==> src/rtl/assert_macros.svh <==
// ----------------------------------------------------------------------------
// assert_macros.svh
// Assertion helpers shared by the status blinker modules
// ----------------------------------------------------------------------------
`ifndef ASSERT_MACROS_SVH
`define ASSERT_MACROS_SVH

// same-cycle implication, checked outside reset
`define MSB_ASSERT_IMPLY(label, clk, rst, ante, cons, msg) \
   label: assert property (@(posedge clk) disable iff (rst) (ante) |-> (cons)) \
      else $error(msg);

// next-cycle implication, checked outside reset
`define MSB_ASSERT_NEXT(label, clk, rst, ante, cons, msg) \
   label: assert property (@(posedge clk) disable iff (rst) (ante) |=> (cons)) \
      else $error(msg);

`endif

==> src/rtl/msb_pkg.sv <==
// ----------------------------------------------------------------------------
// msb_pkg
// Types, constants and helper functions of the Morse status blinker
// ----------------------------------------------------------------------------
package msb_pkg;

   localparam int QUEUE_DEPTH = 4;
   localparam int QPTR_W      = (QUEUE_DEPTH > 1) ? $clog2(QUEUE_DEPTH) : 1;
   localparam int QFILL_W     = $clog2(QUEUE_DEPTH + 1);

   localparam int STATUS_W   = 3;
   localparam int CODE_W     = 8;
   localparam int DOT_W      = 12;
   localparam int TIMER_W    = 16;
   localparam int NUM_CODES  = 4;
   localparam int CSR_IDX_W  = 3;
   localparam int CSR_DATA_W = 16;

   localparam logic [DOT_W-1:0]   DOT_TICKS_RST = 12'd100;
   localparam logic [TIMER_W-1:0] INTERVAL_RST  = 16'd1000;
   localparam logic [CODE_W-1:0]  CODE_IDLE_RST   = 8'd32;
   localparam logic [CODE_W-1:0]  CODE_READY_RST  = 8'd33;
   localparam logic [CODE_W-1:0]  CODE_ARMING_RST = 8'd64;
   localparam logic [CODE_W-1:0]  CODE_ERROR_RST  = 8'd66;

   localparam logic [CSR_IDX_W-1:0] REG_DOT_TICKS       = 3'd0;
   localparam logic [CSR_IDX_W-1:0] REG_REPEAT_INTERVAL = 3'd1;
   localparam logic [CSR_IDX_W-1:0] REG_CODE_IDLE       = 3'd2;
   localparam logic [CSR_IDX_W-1:0] REG_CODE_READY      = 3'd3;
   localparam logic [CSR_IDX_W-1:0] REG_CODE_ARMING     = 3'd4;
   localparam logic [CSR_IDX_W-1:0] REG_CODE_ERROR      = 3'd5;

   localparam logic OP_TICK = 1'b0;
   localparam logic OP_PUSH = 1'b1;

   typedef enum logic [3:0] {
      PH_WAIT = 4'b0001,
      PH_ON   = 4'b0010,
      PH_OFF  = 4'b0100,
      PH_GAP  = 4'b1000
   } phase_type;

   typedef struct packed {
      logic                operation;
      logic [STATUS_W-1:0] status;
   } req_type;

   typedef struct packed {
      logic led_lit;
      logic push_refused;
   } rsp_type;

   typedef struct packed {
      logic [DOT_W-1:0]                  dot_ticks;
      logic [TIMER_W-1:0]                repeat_interval;
      logic [NUM_CODES-1:0][CODE_W-1:0]  codes;
   } cfg_type;

   typedef struct packed {
      logic                empty;
      logic                full;
      logic [STATUS_W-1:0] head_status;
   } queue_stat_type;

   typedef struct packed {
      phase_type          phase;
      logic [TIMER_W-1:0] timer;
      logic [2:0]         left;
      logic [4:0]         pattern;
   } element_type;

   // next element of the symbol, or the closing gap when none is left
   function automatic element_type begin_element(input logic [2:0] left,
                                                 input logic [4:0] pattern,
                                                 input logic [DOT_W-1:0] dot_len);
      element_type        e;
      logic [TIMER_W-1:0] dot_ext;
      dot_ext = TIMER_W'(dot_len);
      if (left != 3'd0) begin
         e.phase   = PH_ON;
         e.timer   = pattern[0] ? (dot_ext << 2) : dot_ext;
         e.left    = left - 3'd1;
         e.pattern = pattern >> 1;
      end else begin
         e.phase   = PH_GAP;
         e.timer   = dot_ext + (dot_ext << 1);
         e.left    = left;
         e.pattern = pattern;
      end
      return e;
   endfunction

   function automatic logic [CODE_W-1:0] code_of(
         input logic [STATUS_W-1:0] status,
         input logic [NUM_CODES-1:0][CODE_W-1:0] codes);
      logic [CODE_W-1:0] c;
      if (status < STATUS_W'(NUM_CODES)) begin
         c = codes[status[1:0]];
      end else begin
         c = '0;
      end
      return c;
   endfunction

endpackage

==> src/rtl/morse_status_blinker.sv <==
// An accepted request passes the input register, then the result register, to rsp.
// Throughput: one item per cycle while rsp_ready stays high; ticks and pushes both
// finish in one pass through the sequencer and queue logic between those registers.
// Reset (synchronous, active high) empties the queue, loads the register
// defaults, selects the idle code and arms a symbol start on the first tick.
// ----------------------------------------------------------------------------
// morse_status_blinker
// Status LED driver sending a repeating Morse symbol picked from a status queue
// ----------------------------------------------------------------------------
module morse_status_blinker (
   input  logic                            clock,
   input  logic                            reset,
   input  logic                            req_valid,
   output logic                            req_ready,
   input  msb_pkg::req_type                req_item,
   output logic                            rsp_valid,
   input  logic                            rsp_ready,
   output msb_pkg::rsp_type                rsp_item,
   input  logic                            csr_valid,
   output logic                            csr_ready,
   input  logic [msb_pkg::CSR_IDX_W-1:0]   csr_index,
   input  logic [msb_pkg::CSR_DATA_W-1:0]  csr_wdata
);

   logic                     in_valid_ff, in_valid_in;
   msb_pkg::req_type         in_item_ff;
   logic                     out_valid_ff, out_valid_in;
   msb_pkg::rsp_type         out_item_ff;

   msb_pkg::cfg_type         cfg;
   msb_pkg::queue_stat_type  qstat;
   logic                     advance;
   logic                     is_push;
   logic                     push;
   logic                     tick_en;
   logic                     pop;
   logic                     led_lit;
   msb_pkg::rsp_type         result;

   msb_csr u_csr (
      .clock     (clock),
      .reset     (reset),
      .csr_valid (csr_valid),
      .csr_ready (csr_ready),
      .csr_index (csr_index),
      .csr_wdata (csr_wdata),
      .cfg       (cfg)
   );

   // the work stage moves when the result register is free or being drained
   assign advance   = in_valid_ff && (!out_valid_ff || rsp_ready);
   assign req_ready = !in_valid_ff || advance;

   assign is_push = (in_item_ff.operation == msb_pkg::OP_PUSH);
   assign push    = advance && is_push && !qstat.full;
   assign tick_en = advance && (in_item_ff.operation == msb_pkg::OP_TICK);

   msb_queue u_queue (
      .clock       (clock),
      .reset       (reset),
      .push        (push),
      .push_status (in_item_ff.status),
      .pop         (pop),
      .qstat       (qstat)
   );

   msb_sequencer u_sequencer (
      .clock   (clock),
      .reset   (reset),
      .tick_en (tick_en),
      .cfg     (cfg),
      .qstat   (qstat),
      .pop     (pop),
      .led_lit (led_lit)
   );

   always_comb begin
      result.led_lit      = led_lit;
      result.push_refused = is_push && qstat.full;
      in_valid_in         = (req_valid && req_ready) || (in_valid_ff && !advance);
      out_valid_in        = advance || (out_valid_ff && !rsp_ready);
   end

   always_ff @(posedge clock) begin
      if (reset) begin
         in_valid_ff  <= 1'b0;
         out_valid_ff <= 1'b0;
      end else begin
         in_valid_ff  <= in_valid_in;
         out_valid_ff <= out_valid_in;
      end
   end

   always_ff @(posedge clock) begin
      if (req_valid && req_ready) begin
         in_item_ff <= req_item;
      end
      if (advance) begin
         out_item_ff <= result;
      end
   end

   assign rsp_valid = out_valid_ff;
   assign rsp_item  = out_item_ff;

endmodule

==> src/rtl/msb_csr.sv <==
// ----------------------------------------------------------------------------
// msb_csr
// Configuration registers: dot length, repeat interval and four code words
// ----------------------------------------------------------------------------
module msb_csr (
   input  logic                               clock,
   input  logic                               reset,
   input  logic                               csr_valid,
   output logic                               csr_ready,
   input  logic [msb_pkg::CSR_IDX_W-1:0]      csr_index,
   input  logic [msb_pkg::CSR_DATA_W-1:0]     csr_wdata,
   output msb_pkg::cfg_type                   cfg
);

   msb_pkg::cfg_type cfg_ff;
   msb_pkg::cfg_type cfg_in;

   assign csr_ready = 1'b1;
   assign cfg       = cfg_ff;

   always_comb begin
      cfg_in = cfg_ff;
      if (csr_valid) begin
         unique case (csr_index)
            msb_pkg::REG_DOT_TICKS: begin
               cfg_in.dot_ticks = csr_wdata[msb_pkg::DOT_W-1:0];
            end
            msb_pkg::REG_REPEAT_INTERVAL: begin
               cfg_in.repeat_interval = csr_wdata[msb_pkg::TIMER_W-1:0];
            end
            msb_pkg::REG_CODE_IDLE: begin
               cfg_in.codes[0] = csr_wdata[msb_pkg::CODE_W-1:0];
            end
            msb_pkg::REG_CODE_READY: begin
               cfg_in.codes[1] = csr_wdata[msb_pkg::CODE_W-1:0];
            end
            msb_pkg::REG_CODE_ARMING: begin
               cfg_in.codes[2] = csr_wdata[msb_pkg::CODE_W-1:0];
            end
            msb_pkg::REG_CODE_ERROR: begin
               cfg_in.codes[3] = csr_wdata[msb_pkg::CODE_W-1:0];
            end
            default: begin
               // writes past the register list are dropped
               cfg_in = cfg_ff;
            end
         endcase
      end
   end

   always_ff @(posedge clock) begin
      if (reset) begin
         cfg_ff.dot_ticks       <= msb_pkg::DOT_TICKS_RST;
         cfg_ff.repeat_interval <= msb_pkg::INTERVAL_RST;
         cfg_ff.codes[0]        <= msb_pkg::CODE_IDLE_RST;
         cfg_ff.codes[1]        <= msb_pkg::CODE_READY_RST;
         cfg_ff.codes[2]        <= msb_pkg::CODE_ARMING_RST;
         cfg_ff.codes[3]        <= msb_pkg::CODE_ERROR_RST;
      end else begin
         cfg_ff <= cfg_in;
      end
   end

endmodule

==> src/rtl/msb_queue.sv <==
// ----------------------------------------------------------------------------
// msb_queue
// Small status queue with fill count; slots hold garbage until written
// ----------------------------------------------------------------------------
`include "assert_macros.svh"

module msb_queue (
   input  logic                              clock,
   input  logic                              reset,
   input  logic                              push,
   input  logic [msb_pkg::STATUS_W-1:0]      push_status,
   input  logic                              pop,
   output msb_pkg::queue_stat_type           qstat
);

   logic [msb_pkg::STATUS_W-1:0] slot_ff [msb_pkg::QUEUE_DEPTH];
   logic [msb_pkg::QPTR_W-1:0]   head_ff, head_in;
   logic [msb_pkg::QPTR_W-1:0]   tail_ff, tail_in;
   logic [msb_pkg::QFILL_W-1:0]  fill_ff, fill_in;

   function automatic logic [msb_pkg::QPTR_W-1:0] ptr_inc(
         input logic [msb_pkg::QPTR_W-1:0] p);
      logic [msb_pkg::QPTR_W-1:0] r;
      if (p == msb_pkg::QPTR_W'(msb_pkg::QUEUE_DEPTH - 1)) begin
         r = '0;
      end else begin
         r = p + 1'b1;
      end
      return r;
   endfunction

   assign qstat.empty       = (fill_ff == '0);
   assign qstat.full        = (fill_ff == msb_pkg::QFILL_W'(msb_pkg::QUEUE_DEPTH));
   assign qstat.head_status = slot_ff[head_ff];

   always_comb begin
      head_in = pop  ? ptr_inc(head_ff) : head_ff;
      tail_in = push ? ptr_inc(tail_ff) : tail_ff;
      fill_in = fill_ff;
      if (push && !pop) begin
         fill_in = fill_ff + 1'b1;
      end else if (pop && !push) begin
         fill_in = fill_ff - 1'b1;
      end
   end

   always_ff @(posedge clock) begin
      if (reset) begin
         head_ff <= '0;
         tail_ff <= '0;
         fill_ff <= '0;
      end else begin
         head_ff <= head_in;
         tail_ff <= tail_in;
         fill_ff <= fill_in;
      end
   end

   always_ff @(posedge clock) begin
      if (push) begin
         slot_ff[tail_ff] <= push_status;
      end
   end

   `MSB_ASSERT_IMPLY(a_fill_bound, clock, reset, 1'b1, fill_ff <= msb_pkg::QFILL_W'(msb_pkg::QUEUE_DEPTH), "queue fill count past depth")
   `MSB_ASSERT_IMPLY(a_no_push_full, clock, reset, qstat.full, !push, "push into a full queue")
   `MSB_ASSERT_IMPLY(a_no_pop_empty, clock, reset, qstat.empty, !pop, "pop from an empty queue")

endmodule

==> src/rtl/msb_sequencer.sv <==
// ----------------------------------------------------------------------------
// msb_sequencer
// Symbol timing: element on/off phases, closing gap and repeat interval
// ----------------------------------------------------------------------------
`include "assert_macros.svh"

module msb_sequencer (
   input  logic                     clock,
   input  logic                     reset,
   input  logic                     tick_en,
   input  msb_pkg::cfg_type         cfg,
   input  msb_pkg::queue_stat_type  qstat,
   output logic                     pop,
   output logic                     led_lit
);

   msb_pkg::element_type             elem_ff, elem_in;
   logic [msb_pkg::TIMER_W-1:0]      period_ff, period_in;
   logic [msb_pkg::CODE_W-1:0]       code_ff, code_in;

   logic [msb_pkg::DOT_W-1:0]        dot_len;
   logic [msb_pkg::TIMER_W-1:0]      period_dec;
   logic [msb_pkg::TIMER_W-1:0]      timer_dec;
   msb_pkg::element_type             mid;
   logic                             start;
   logic [msb_pkg::CODE_W-1:0]       new_code;

   always_comb begin
      dot_len    = (cfg.dot_ticks == '0) ? msb_pkg::DOT_W'(1) : cfg.dot_ticks;
      period_dec = (period_ff != '0) ? period_ff - 1'b1 : period_ff;
      timer_dec  = (elem_ff.timer != '0) ? elem_ff.timer - 1'b1 : elem_ff.timer;

      mid = elem_ff;
      if (elem_ff.phase != msb_pkg::PH_WAIT) begin
         mid.timer = timer_dec;
         if (timer_dec == '0) begin
            unique case (elem_ff.phase)
               msb_pkg::PH_ON: begin
                  mid.phase = msb_pkg::PH_OFF;
                  mid.timer = msb_pkg::TIMER_W'(dot_len);
               end
               msb_pkg::PH_OFF: begin
                  mid = msb_pkg::begin_element(elem_ff.left, elem_ff.pattern, dot_len);
               end
               msb_pkg::PH_GAP: begin
                  mid.phase = msb_pkg::PH_WAIT;
                  mid.timer = '0;
               end
               default: begin
                  mid = elem_ff;
               end
            endcase
         end
      end

      // a queued status, if any, replaces the active code at symbol start
      start    = (mid.phase == msb_pkg::PH_WAIT) && (period_dec == '0);
      new_code = qstat.empty ? code_ff : msb_pkg::code_of(qstat.head_status, cfg.codes);

      if (start) begin
         elem_in   = msb_pkg::begin_element(new_code[7:5], new_code[4:0], dot_len);
         period_in = cfg.repeat_interval;
         code_in   = new_code;
      end else begin
         elem_in   = mid;
         period_in = period_dec;
         code_in   = code_ff;
      end

      pop     = tick_en && start && !qstat.empty;
      led_lit = tick_en ? (elem_in.phase == msb_pkg::PH_ON)
                        : (elem_ff.phase == msb_pkg::PH_ON);
   end

   always_ff @(posedge clock) begin
      if (reset) begin
         elem_ff.phase   <= msb_pkg::PH_WAIT;
         elem_ff.timer   <= '0;
         elem_ff.left    <= '0;
         elem_ff.pattern <= '0;
         period_ff       <= '0;
         code_ff         <= msb_pkg::CODE_IDLE_RST;
      end else if (tick_en) begin
         elem_ff   <= elem_in;
         period_ff <= period_in;
         code_ff   <= code_in;
      end
   end

   `MSB_ASSERT_IMPLY(a_timer_live, clock, reset, elem_ff.phase != msb_pkg::PH_WAIT, elem_ff.timer != '0, "running phase with expired timer")
   `MSB_ASSERT_IMPLY(a_timer_idle, clock, reset, elem_ff.phase == msb_pkg::PH_WAIT, elem_ff.timer == '0, "waiting phase with running timer")

endmodule

==> config.mk <==
export PLATFORM = sky130hd
export DESIGN_NAME = morse_status_blinker
export DESIGN_NICKNAME = d
export VERILOG_FILES = /design/src/rtl/msb_pkg.sv /design/src/rtl/morse_status_blinker.sv /design/src/rtl/msb_csr.sv /design/src/rtl/msb_queue.sv /design/src/rtl/msb_sequencer.sv
export VERILOG_INCLUDE_DIRS = /design/src /design/src/rtl
export SDC_FILE = /design/constraint.sdc
export NUM_CORES = 1
export LEC_CHECK = 0
export BUFFER_PORTS_ARGS = -buffer_cell sky130_fd_sc_hd__buf_2
export CORE_MARGIN = 1.5
export CORE_UTILIZATION = 68
export CTS_BUF_LIST = sky130_fd_sc_hd__clkbuf_4 sky130_fd_sc_hd__clkbuf_8 sky130_fd_sc_hd__clkbuf_16
export CTS_CLUSTER_DIAMETER = 150
export DETAILED_ROUTE_END_ITERATION = 8
export PLACE_DENSITY = 0.95
export SETUP_SLACK_MARGIN = 0.5
export SLEW_MARGIN = 0
export SYNTH_ARGS = -nofsm -noshare
export SYNTH_HDL_FRONTEND = slang
export SYNTH_SLANG_ARGS = --single-unit
==> constraint.sdc <==
create_clock -name clock -period 13.1 [get_ports clock]
set_clock_uncertainty 0.05 [all_clocks]
set_input_delay 1.31 -clock clock [delete_from_list [all_inputs] [get_ports clock]]
set_output_delay 1.31 -clock clock [all_outputs]
set_load 0.02 [all_outputs]
== After elaboration in Yosys (flattened, before gate mapping) ==
Memory sizes are Yosys's and may differ from the RTL's. A register that Yosys moved wholly into a read port is not among the register bits.
Index checks and enable logic that the tools add are counted.

* Div/mod/pow operators: 0
* Reductions and logical operators: 48
* Multipliers: 0
* Bitwise gates (word level): 1
* Equality and inequality tests: 15
* Add/sub/neg operators: 9
* Order comparisons: 2
* Multiplexer cells: 26
* Shifts and indexed selects: 0

{| class="wikitable"
|+ Operators with widths
! operator !! count
|-
| 28-bit 2-to-1 mux || 5
|-
| 20-bit one-hot mux with 3 select lines || 1
|-
| 16-bit 2-to-1 mux || 3
|-
| 16-bit logical NOT || 2
|-
| 8-bit 2-to-1 mux || 4
|-
| 16-bit nonzero test || 2
|-
| 16-bit by 1-bit subtractor with 16-bit output (second input constant) || 2
|-
| 14-bit 2-to-1 mux || 2
|-
| 8-bit binary-select mux with 2-bit select || 1
|-
| 12-bit by 13-bit adder with 14-bit output || 1
|-
| 2-bit AND reduction || 7
|-
| 1-bit logical AND || 13
|-
| 12-bit logical NOT || 1
|-
| 12-bit 2-to-1 mux || 1
|-
| 2-bit nonzero test || 5
|-
| 3-bit equality test (second input constant) || 3
|-
| 3-bit by 1-bit subtractor with 3-bit output (second input constant) || 3
|-
| 4-bit by 2-bit equality test with 1-bit output (second input constant) || 2
|-
| 1-bit logical NOT || 8
|-
| 2-bit 2-to-1 mux || 4
|-
| 3-bit by 2-bit equality test with 1-bit output (second input constant) || 2
|-
| 3-bit logical NOT || 2
|-
| 3-bit 2-to-1 mux || 2
|-
| 3-bit nonzero test || 2
|-
| 16 further kinds || 23
|}

* Bits in registers: 127
* Memories: 1
* Output and inout port bits: 5
* Input port bits: 28
* Latch bits: 0
* ROM bits: 0
* RAM bits: 12
* Logic and storage cells: 123

{| class="wikitable"
|+ Memory list
! memory !! depth !! width !! read ports !! clocked after Yosys merged registers in !! write ports !! RTL line !! source
|-
| u_queue.slot_ff || 4 || 3 || 1 || 1 || 1 || msb_queue.sv:16 || <nowiki>logic [msb_pkg::STATUS_W-1:0] slot_ff [msb_pkg::QUEUE_DEPTH];</nowiki>
|}

== Logic depth before layout (Yosys ltp) ==
Gate-level depths: netlist of run 1.

* Depth in word-level cells: 14
* Depth in mapped cells: 18

== By module ==
A second synthesis of run 1 with hierarchy kept.

* Cell total of the unflattened synthesis: 995
* Area, all modules: 8663.3 um^2

{| class="wikitable"
|+ By module, submodules not included
! module !! times used !! cells each !! area an instance (um^2) !! seq. area each (um^2)
|-
| msb_sequencer || 1 || 686 || 5046.1 || 1041.0
|-
| msb_csr || 1 || 231 || 2449.8 || 1201.2
|-
| msb_queue || 1 || 59 || 868.3 || 540.5
|-
| morse_status_blinker || 1 || 19 || 299.0 || 220.2
|}

== Worst setup path after synthesis of run 1 ==
OpenSTA, ideal clock, no wires.

* Path kind: flip-flop to flip-flop
* Start point: register u_sequencer.elem_ff[8] (netlist name)
* End point: register u_queue.fill_ff[2] (netlist name)
* Path slack: 8.860 ns
* Arrival: 4.120 ns
* Data required time: 12.980 ns
* Cell stages (with the launch flop): 18
* Cell sequence: dfxtp_1 inv_1 ha_1 or4b_1 nor4_4 o21ai_2 or4_4 o41ai_4 nand3_2 nor2_4 buf_2 nand2_1 ha_1 inv_1 fa_1 xor2_1 or3_1 a21oi_1

* Cells in the longest elaborated chain, start to end: 12
* Elaborated cells between the ends (all ways): 15
* Classes of those cells: 1 x add/sub; 1 x eq/ne; 4 x mux; 9 x reduce/logical

{| class="wikitable"
|+ Ends and longest elaborated chain
! element !! RTL line !! source
|-
| from (decl) || msb_sequencer.sv:17 || <nowiki>msb_pkg::element_type elem_ff, elem_in;</nowiki>
|-
| from (signal assigned) || msb_sequencer.sv:84 || <nowiki>elem_ff <= elem_in;</nowiki>
|-
| 16-bit by 1-bit subtractor with 16-bit output or 16-bit nonzero test (tied branches) || msb_sequencer.sv:31 || <nowiki>timer_dec = (elem_ff.timer != '0) ? elem_ff.timer - 1'b1 : elem_ff.timer;</nowiki>
|-
| 16-bit 2-to-1 mux * || msb_sequencer.sv:31 ||
|-
| 16-bit logical NOT * || msb_sequencer.sv:36 || <nowiki>if (timer_dec == '0) begin</nowiki>
|-
| 28-bit 2-to-1 mux * || msb_sequencer.sv:36 ||
|-
| 28-bit 2-to-1 mux * || msb_sequencer.sv:34 || <nowiki>if (elem_ff.phase != msb_pkg::PH_WAIT) begin</nowiki>
|-
| 4-bit by 1-bit equality test with 1-bit output * || msb_sequencer.sv:57 || <nowiki>start = (mid.phase == msb_pkg::PH_WAIT) && (period_dec == '0);</nowiki>
|-
| 1-bit logical AND * || msb_sequencer.sv:57 ||
|-
| 1-bit logical AND * (2 in series) || msb_sequencer.sv:70 || <nowiki>pop = tick_en && start && !qstat.empty;</nowiki>
|-
| 1-bit logical NOT || msb_queue.sv:40 || <nowiki>if (push && !pop) begin</nowiki>
|-
| 1-bit logical AND || msb_queue.sv:40 ||
|-
| 3-bit 2-to-1 mux or 2-bit nonzero test (tied branches) || n/a ||
|-
| to (signal assigned) || msb_queue.sv:55 || <nowiki>fill_ff <= fill_in;</nowiki>
|-
| to (decl) || msb_queue.sv:19 || <nowiki>logic [msb_pkg::QFILL_W-1:0] fill_ff, fill_in;</nowiki>
|}

Every way passes the cells marked *; elsewhere a longest branch is shown, timed or not. The select of a mux whose other input is x is not followed.
A chain may end at the register's enable or synchronous reset.

== Worst setup path after layout of run 1 ==
Ends and elaborated chain as after synthesis.

==> results_dict.tcl, run 1 <==
set metrics [dict create \
    status "finished, final reports clean" \
    start_kind "register" \
    yosys_register_bits 141 \
    layout_setup_ws_ns 8.130 \
    path_cells "inv_1 > ha_1 > or4b_1 > nor4_4 > o21ai_2 > or4_4 > o41ai_4 > nand3_2 > nor2_4 > nand2_1 > ha_1 > inv_1 > fa_1 > xor2_1 > o21ai_0 > a21oi_1" \
    sw_frac_of_total_pct 40.69 \
    ys.warnings.count 0 \
    seqPwrFrac_pct 30.5 \
    finalNetCount 1136 \
    r2r-start "u_sequencer.elem_ff[8]" \
    max_cap_violations 0 \
    syn_inst 1091 \
    area_growth_pct 7.783 \
    crit_start "u_sequencer.elem_ff[8]" \
    wire_per_inst_um 20.63 \
    grt_start_max_net_pins 75 \
    rsz0062_at_grt "no" \
    seqCellArea_sq_um 3003 \
    fp-row-count 40 \
    holdWs_ns 0.4118 \
    die_h_um 114.9 \
    place.gp.congestion 0.9229 \
    ys_seq_area_share_pct 35.24 \
    wl_mm 25.93 \
    critPathTopFamily "simple AND/OR/NAND/NOR gates" \
    syn_nets 1151 \
    insertedDiodeCount 0 \
    pwr-share-comb_pct 40.6 \
    cts_root_buf "clkbuf_16" \
    drive_gt1_share_pct 9.550 \
    overflow 0 \
    tns_ns 0 \
    fin_crit_sh_pct 37.94 \
    timing.reg2reg.setup_slack_ns 8.13 \
    hold_buffers 0 \
    worstPathMaxFanout 18 \
    grt_use_total_pct 40.19 \
    holdPathStages 2 \
    worstHoldStart "u_csr.cfg[45]" \
    cts_tree "built" \
    crit_buf_inv 2 \
    cellLeakagePower_uw 0.003452 \
    insertion_delay_ns 0.43 \
    clkPwrFrac_pct 28.9 \
    clk_pin_slew_ns 0.07 \
    hold_viol 0 \
    synth_edf_count 18 \
    die-width_um 114.9 \
    via_count 8717 \
    yosys_most_used_dff "dfxtp_1" \
    cts_num_sinks 141 \
    pwr_density_cell_nw_per_um2 174.0 \
    antenna_left 0 \
    post-cts-setup-buffer-count 0 \
    pin_count 33 \
    synthTopCellsByArea "dfxtp_1 29%, nand2_1 8.0%, a21oi_1 6.6%" \
    yosysTopAreaCellShare_pct 28.90 \
    cpMaxStageDelayCell "or4b_1" \
    initial_core_util_pct 70.35 \
    multi_input_area_sq_um 5039 \
    maxSlewViolCount 0 \
    ir_drop_v 0.0001302 \
    viasPerCell 6.935 \
    grt_pass1_vias 8107 \
    pre_cts_ws_ns 8.348 \
    htreeDepth 4 \
    grt_pass1_wl_mm 41.52 \
    cts_resized 0 \
    antenna_found_initial 0 \
    finalSetupViolations 0 \
    worstMarginPinSlew_ns 0.8514 \
    yosysTopAreaCell "dfxtp_1" \
    drt-initial-drc-count 1529 \
    relSlewSlack_pct 43.21 \
    arrival_ns 5.27 \
    syn_avg_cell_area_sq_um 7.810 \
    nFillCells 828 \
    core_sq_um 12110 \
    netSwitchingPower_uw 650.2 \
    internal_power_uw 947.8 \
    dieArea_sq_um 13210 \
    portBuffers 31 \
    synth_area_sq_um 8521 \
    postLayoutCellArea_sq_um 9184 \
    cpPeakStageDelay_ns 0.61 \
    r2r_cells 16 \
    hold_class "reg2reg" \
    fin_crit_ns 4.970 \
    whs_endpoint "u_csr.cfg[45]" \
    cp.required_ns 13.40 \
    fmax_mhz 201.2 \
    worst-setup-path-type "reg2reg" \
    drtPass1Iterations 7 \
    dpl.hpwl_mm 15.94 \
    drc 0 \
    ys_types 81 \
    placed_area_sq_um 8632 \
    cts-buffers-inserted 17 \
    reg2reg_to "u_queue.fill_ff[2]" \
    end_kind "register" \
    clk_path_buf_depth 2 \
    ys_async_sr_fraction_pct 0 \
]
layout by cell type (no fill, tap or decap), types with 11 or more instances in the layout:
cell       instances
nand2_1          181
dfxtp_1          123
a21oi_1          113
nor2_1            85
o21ai_0           67
inv_1             44
nand3_1           41
buf_2             31
ha_1              30
nor3_1            26
a211oi_1          18
edfxtp_1          18
clkbuf_16         17
nor4_1            14
mux2i_1           14
nor2b_1           12
and3_1            11
or3_1             11
o22ai_1           11
metrics by stage:
step / total power [uW] / cells / util, %
finish: 1598 / 1257 / 75.83
global route: 1674 / 1257 / 75.83
CTS: 1574 / 1257 / 75.83
detailed placement: 1112 / 1225 / 71.27
global placement: 1103 / 1225 / 71.27
floorplan: 984.5 / 1091 / -
layout make-up:
class                      count  share of cell area, %
clock buffer                  18                  4.714
tap                          168                  2.289
clock inverter                14                  1.294
multi-input combinational    833                  54.86
inverter                      44                  1.798
sequential                   141                  32.70
timing repair buffer          39                  2.343
power groups by stage:
stage	clock (uW)	combinational, uW	sequential [uW]
2_1_floorplan	0	504	481
3_3_place_gp	0	610	493
3_5_place_dp	0	618	494
4_1_cts	459	629	486
5_1_grt	477	706	491
6_report	461	649	488
cells in the mapped netlist, types with 4 or more instances:
cell / count
or3_1: 11
xor2_1: 10
o221ai_1: 4
a31oi_1: 10
mux4_2: 10
a22o_1: 6
o211ai_1: 9
a22oi_1: 5
edfxtp_1: 18
nand2_1: 181
o21ai_1: 9
or2_2: 7
nand3_1: 41
nor4b_1: 4
ha_1: 30
o31ai_1: 4
dfxtp_1: 123
xnor2_1: 7
o21ai_0: 67
nor2_1: 85
inv_1: 44
nand3b_1: 8
a2111oi_0: 5
nor4_1: 14
and3_1: 11
nor2b_1: 13
clkbuf_1: 56
nand2b_1: 6
mux2i_1: 14
o41ai_1: 7
buf_2: 7
a21o_1: 5
a21oi_1: 113
buf_1: 4
nand4_1: 8
a211oi_1: 18
and2_1: 9
o21a_1: 5
nor3_1: 26
o22ai_1: 11
kinds of logic after synthesis:
logic type               Yosys count  synth area share (%)
AO/OA/AOI/OAI                    316                 23.22
buffers and inverters            117                 5.653
flip-flops                       141                 35.24
multiplexers                      26                 4.552
adder cells (fa/ha/maj)           32                 4.875
other                              1               0.04401
AND/OR/NAND/NOR                  441                 24.67
XOR/XNOR                          17                 1.747
per-layer routing:
metal,track usage [%],routed length [um],vias to the layer above
li1,-,-,3892
met1,49.63,9556,3888
met2,62.66,11680,724
met3,11.12,2969,213
met4,24.94,1722,0
met5,0,0,-
how the worst max path moves through the flow:
stage | endpoint | slack [ns] | cells after the start
finish | u_queue.fill_ff[2] | 8.13 | 16
global route | u_queue.fill_ff[2] | 7.93 | 16
CTS | u_queue.fill_ff[2] | 8.23 | 16
detailed placement | u_queue.fill_ff[2] | 8.35 | 16
global placement | u_queue.fill_ff[2] | 8.54 | 16
floorplan | u_queue.fill_ff[2] | 8.86 | 17
registers in the layout, indices dropped and copies added (netlist names), named ones only:
name	count
u_queue.head_ff	2
u_queue.fill_ff	3
rsp_item	2
u_csr.cfg	60
u_queue.tail_ff	2
rsp_valid	1
is_push	1
u_sequencer.elem_ff	28
u_sequencer.period_ff	16
in_item_ff	3
u_queue.slot_ff	12
in_valid_ff	1
u_sequencer.code_ff	8
worst register-to-register path, stage by stage (launching register included):
cell and delay [ns]:
dfxtp_1 0.36, inv_1 0.11, ha_1 0.26, or4b_1 0.61, nor4_4 0.36, o21ai_2 0.15, or4_4 0.61, o41ai_4 0.40
nand3_2 0.26, nor2_4 0.43, nand2_1 0.11, ha_1 0.23, inv_1 0.10, fa_1 0.24, xor2_1 0.29, o21ai_0 0.18
a21oi_1 0.16
Power figures use the tool's default switching activity.
==> run 2, diff against run 1 <==
Settings changed: ABC_AREA set to 1, CORE_UTILIZATION 68 to 63, PLACE_DENSITY 0.95 to 0.92.
Clock period 13.1 ns to 5.1 ns, I/O delays scaled along.
==> run 2 against run 1 <==
Net effect: die area grew 14%; wire length fell by 1.1%; fmax increased by 21%; critical path type unchanged.
==> results_dict.tcl, run 2 <==
set metrics [dict create \
    drc 0 \
    cts_root_buf "clkbuf_16" \
    fp-row-count 43 \
    die-width_um 122.7 \
    ys.warnings.count 0 \
    worst-setup-path-type "reg2reg" \
    synth_simple_gate_area_share_pct 34.14 \
    yosys_register_bits 141 \
    core_sq_um 13930 \
    fin_crit_ns 4.106 \
    fin_cells 1592 \
    finalNetCount 1461 \
    end_kind "register" \
    cellLeakagePower_uw 0.004426 \
    tns_ns 0 \
    cts_tree "built" \
    yosysTopAreaCellShare_pct 27.29 \
    cp.required_ns 5.41 \
    worstMarginPinSlew_ns 1.102 \
    place.gp.congestion 1.044 \
    htreeDepth 4 \
    drive_gt1_share_pct 7.649 \
    muxShareOfSynthArea_pct 0.2219 \
    dieArea_sq_um 15050 \
    post-cts-setup-buffer-count 0 \
    synth_area_sq_um 9022 \
    status "finished, final reports clean" \
    start_kind "register" \
    hold_viol 0 \
    arrival_ns 4.41 \
    holdWs_ns 0.2004 \
    pin_count 33 \
    yosys_most_used_dff "dfxtp_1" \
    yosysMostFrequentCell "nand2_1" \
    ir_drop_v 0.0003289 \
    clk_path_buf_depth 2 \
    drt-initial-drc-count 987 \
    drtPass1Iterations 6 \
    ys_types 50 \
    synthTopCellsByArea "dfxtp_1 27%, nand2_1 14%, nor2_1 9.6%" \
    grt_pass1_wl_mm 41.78 \
    syn_nets 1456 \
    antenna_left 0 \
    largest_register_ffs 60 \
    die_h_um 122.7 \
    portBuffers 31 \
    mostFrequentLayoutCells "340 x nand2_1, 229 x nor2_1, 148 x inv_1" \
    synth-adder-area-share_pct 4.604 \
    overflow 0 \
    finalSetupViolations 0 \
    maxSlewViolCount 0 \
    antenna_found_initial 0 \
    final_common_cell "nand2_1" \
    nFillCells 1170 \
    via_count 9399 \
    syn_avg_cell_area_sq_um 6.463 \
    relSlewSlack_pct 26.23 \
    clk_pin_slew_ns 0.06 \
    pwr_density_cell_nw_per_um2 324.1 \
    viasPerCell 5.904 \
    crit_path_end "u_sequencer.elem_ff[20]" \
    reg2reg_to "u_sequencer.elem_ff[20]" \
    synth_top_family_by_area "simple AND/OR/NAND/NOR gates" \
    grt_pass1_vias 8680 \
    initial_core_util_pct 64.75 \
    grt_use_total_pct 35.41 \
    wire_per_inst_um 16.11 \
    synth_compound_area_share_pct 17.24 \
    r2r_cells 18 \
    yosysTopAreaCell "dfxtp_1" \
    ys_async_sr_fraction_pct 0 \
    dp_cells 1561 \
    synth_edf_count 18 \
    hold_buffers 0 \
    area_growth_pct 8.542 \
    synthTopCellsByCount "340 x nand2_1, 230 x nor2_1, 150 x inv_1" \
    rsz0062_at_grt "no" \
    max_cap_violations 0 \
    wl_mm 25.65 \
    insertion_delay_ns 0.43 \
    cts-buffers-inserted 17 \
    grt_start_max_net_pins 59 \
    syn_inst 1396 \
    ys_seq_area_share_pct 33.28 \
    fin_crit_sh_pct 80.52 \
    worstPathMaxFanout 18 \
    synthXorXnorAreaFrac_pct 1.262 \
    fmax_mhz 243.5 \
    cts_num_sinks 141 \
    dpl.hpwl_mm 18.52 \
    insertedDiodeCount 0 \
    hold_class "in2reg" \
    timing.reg2reg.setup_slack_ns 0.99 \
]
-- run 2: changes by cell type in the layout (fill, tap and decap cells not counted), moves of 13 or more --
cell | before | now
nand2_1 | 181 | 340
a21oi_1 | 113 | 68
nor2_1 | 85 | 229
nor3_1 | 26 | 3
inv_1 | 44 | 148
o21ai_0 | 67 | 147
a211oi_1 | 18 | 1
nand4_1 | 8 | 21
nand3_1 | 41 | 73
-- run 2: cell type report --
| class | count | area [sq um] | area share, % |
|---|---|---|---|
| clock buffer | 18 | 439.2 | 4.484 |
| clock inverter | 12 | 160.2 | 1.635 |
| inverter | 157 | 594.3 | 6.069 |
| multi-input combinational | 1050 | 5194 | 53.03 |
| sequential | 141 | 3003 | 30.66 |
| tap | 180 | 225.2 | 2.300 |
| timing repair buffer | 33 | 170.2 | 1.738 |
| timing repair inverter | 1 | 7.507 | 0.07666 |
-- run 2: how the worst min path moves through the flow --
stage | start | cells past startpoint | to | slack (ns)
5_1_grt | req_item[3] | 1 | is_push | 0.20
6_report | req_item[3] | 1 | is_push | 0.20
2_1_floorplan | u_csr.cfg[38] | 2 | u_csr.cfg[38] | 0.37
4_1_cts | req_item[3] | 1 | is_push | 0.19
3_3_place_gp | u_sequencer.code_ff[0] | 2 | u_sequencer.code_ff[0] | 0.38
3_5_place_dp | u_sequencer.code_ff[6] | 2 | u_sequencer.code_ff[6] | 0.39
-- run 2: metal layers --
| metal | track usage, % | share of wire (%) | up-vias |
|---|---|---|---|
| met5 | 0 | 0 | - |
| met4 | 17.08 | 4.3 | 0 |
| met3 | 6.413 | 7.8 | 107 |
| met2 | 56.56 | 46 | 457 |
| met1 | 46.19 | 42 | 4265 |
| li1 | - | - | 4570 |
-- run 2: repair_timing --
| item | CTS | global route |
|---|---|---|
| endpoints found under the setup margin | 0 | 16 |
| gates resized for setup | 0 | 3 |
| hold endpoints to repair | 0 | 0 |
-- run 2: logic make-up (layout without fill, tap and decap cells) --
family                   count (synthesis)  count (layout)
adder cells (fa/ha/maj)                 32              32
buffers and inverters                  205             221
multiplexers                             2               2
XOR/XNOR                                13              13
AND/OR/NAND/NOR                        720             720
other                                    1               1
AO/OA/AOI/OAI                          282             282
flip-flops                             141             141
-- run 2: where the power goes --
part           internal (uW)  switching, uW
registers               1160           33.5
logic                    211            489
clock network            781            498
total                   2150           1020
-- run 2: stage by stage --
stage	power [uW]	area [sq um]	utilization, %	setup WS, ns
3_5_place_dp	1887	9180	65.88	0.9401
4_1_cts	3155	9779	70.18	0.7906
5_1_grt	3308	9793	70.28	0.5872
2_1_floorplan	1740	9022	-	1.797
6_report	3174	9793	70.28	0.9937
3_3_place_gp	1871	9180	65.88	1.131
-- run 2: critical path, stage by stage (launching register included) --
cell and delay [ns]:
dfxtp_1 0.44, inv_1 0.16, nand2_1 0.10, nand3_1 0.07, nand2_1 0.47, inv_1 0.37, o211ai_1 0.27, o31ai_1 0.13
nand2_1 0.09, o21ai_0 0.14, inv_1 0.09, ha_1 0.17, ha_2 0.43, clkinvlp_4 0.36, o22ai_1 0.24, inv_1 0.05
o21ai_0 0.19, nor2_1 0.07, nor2_1 0.14
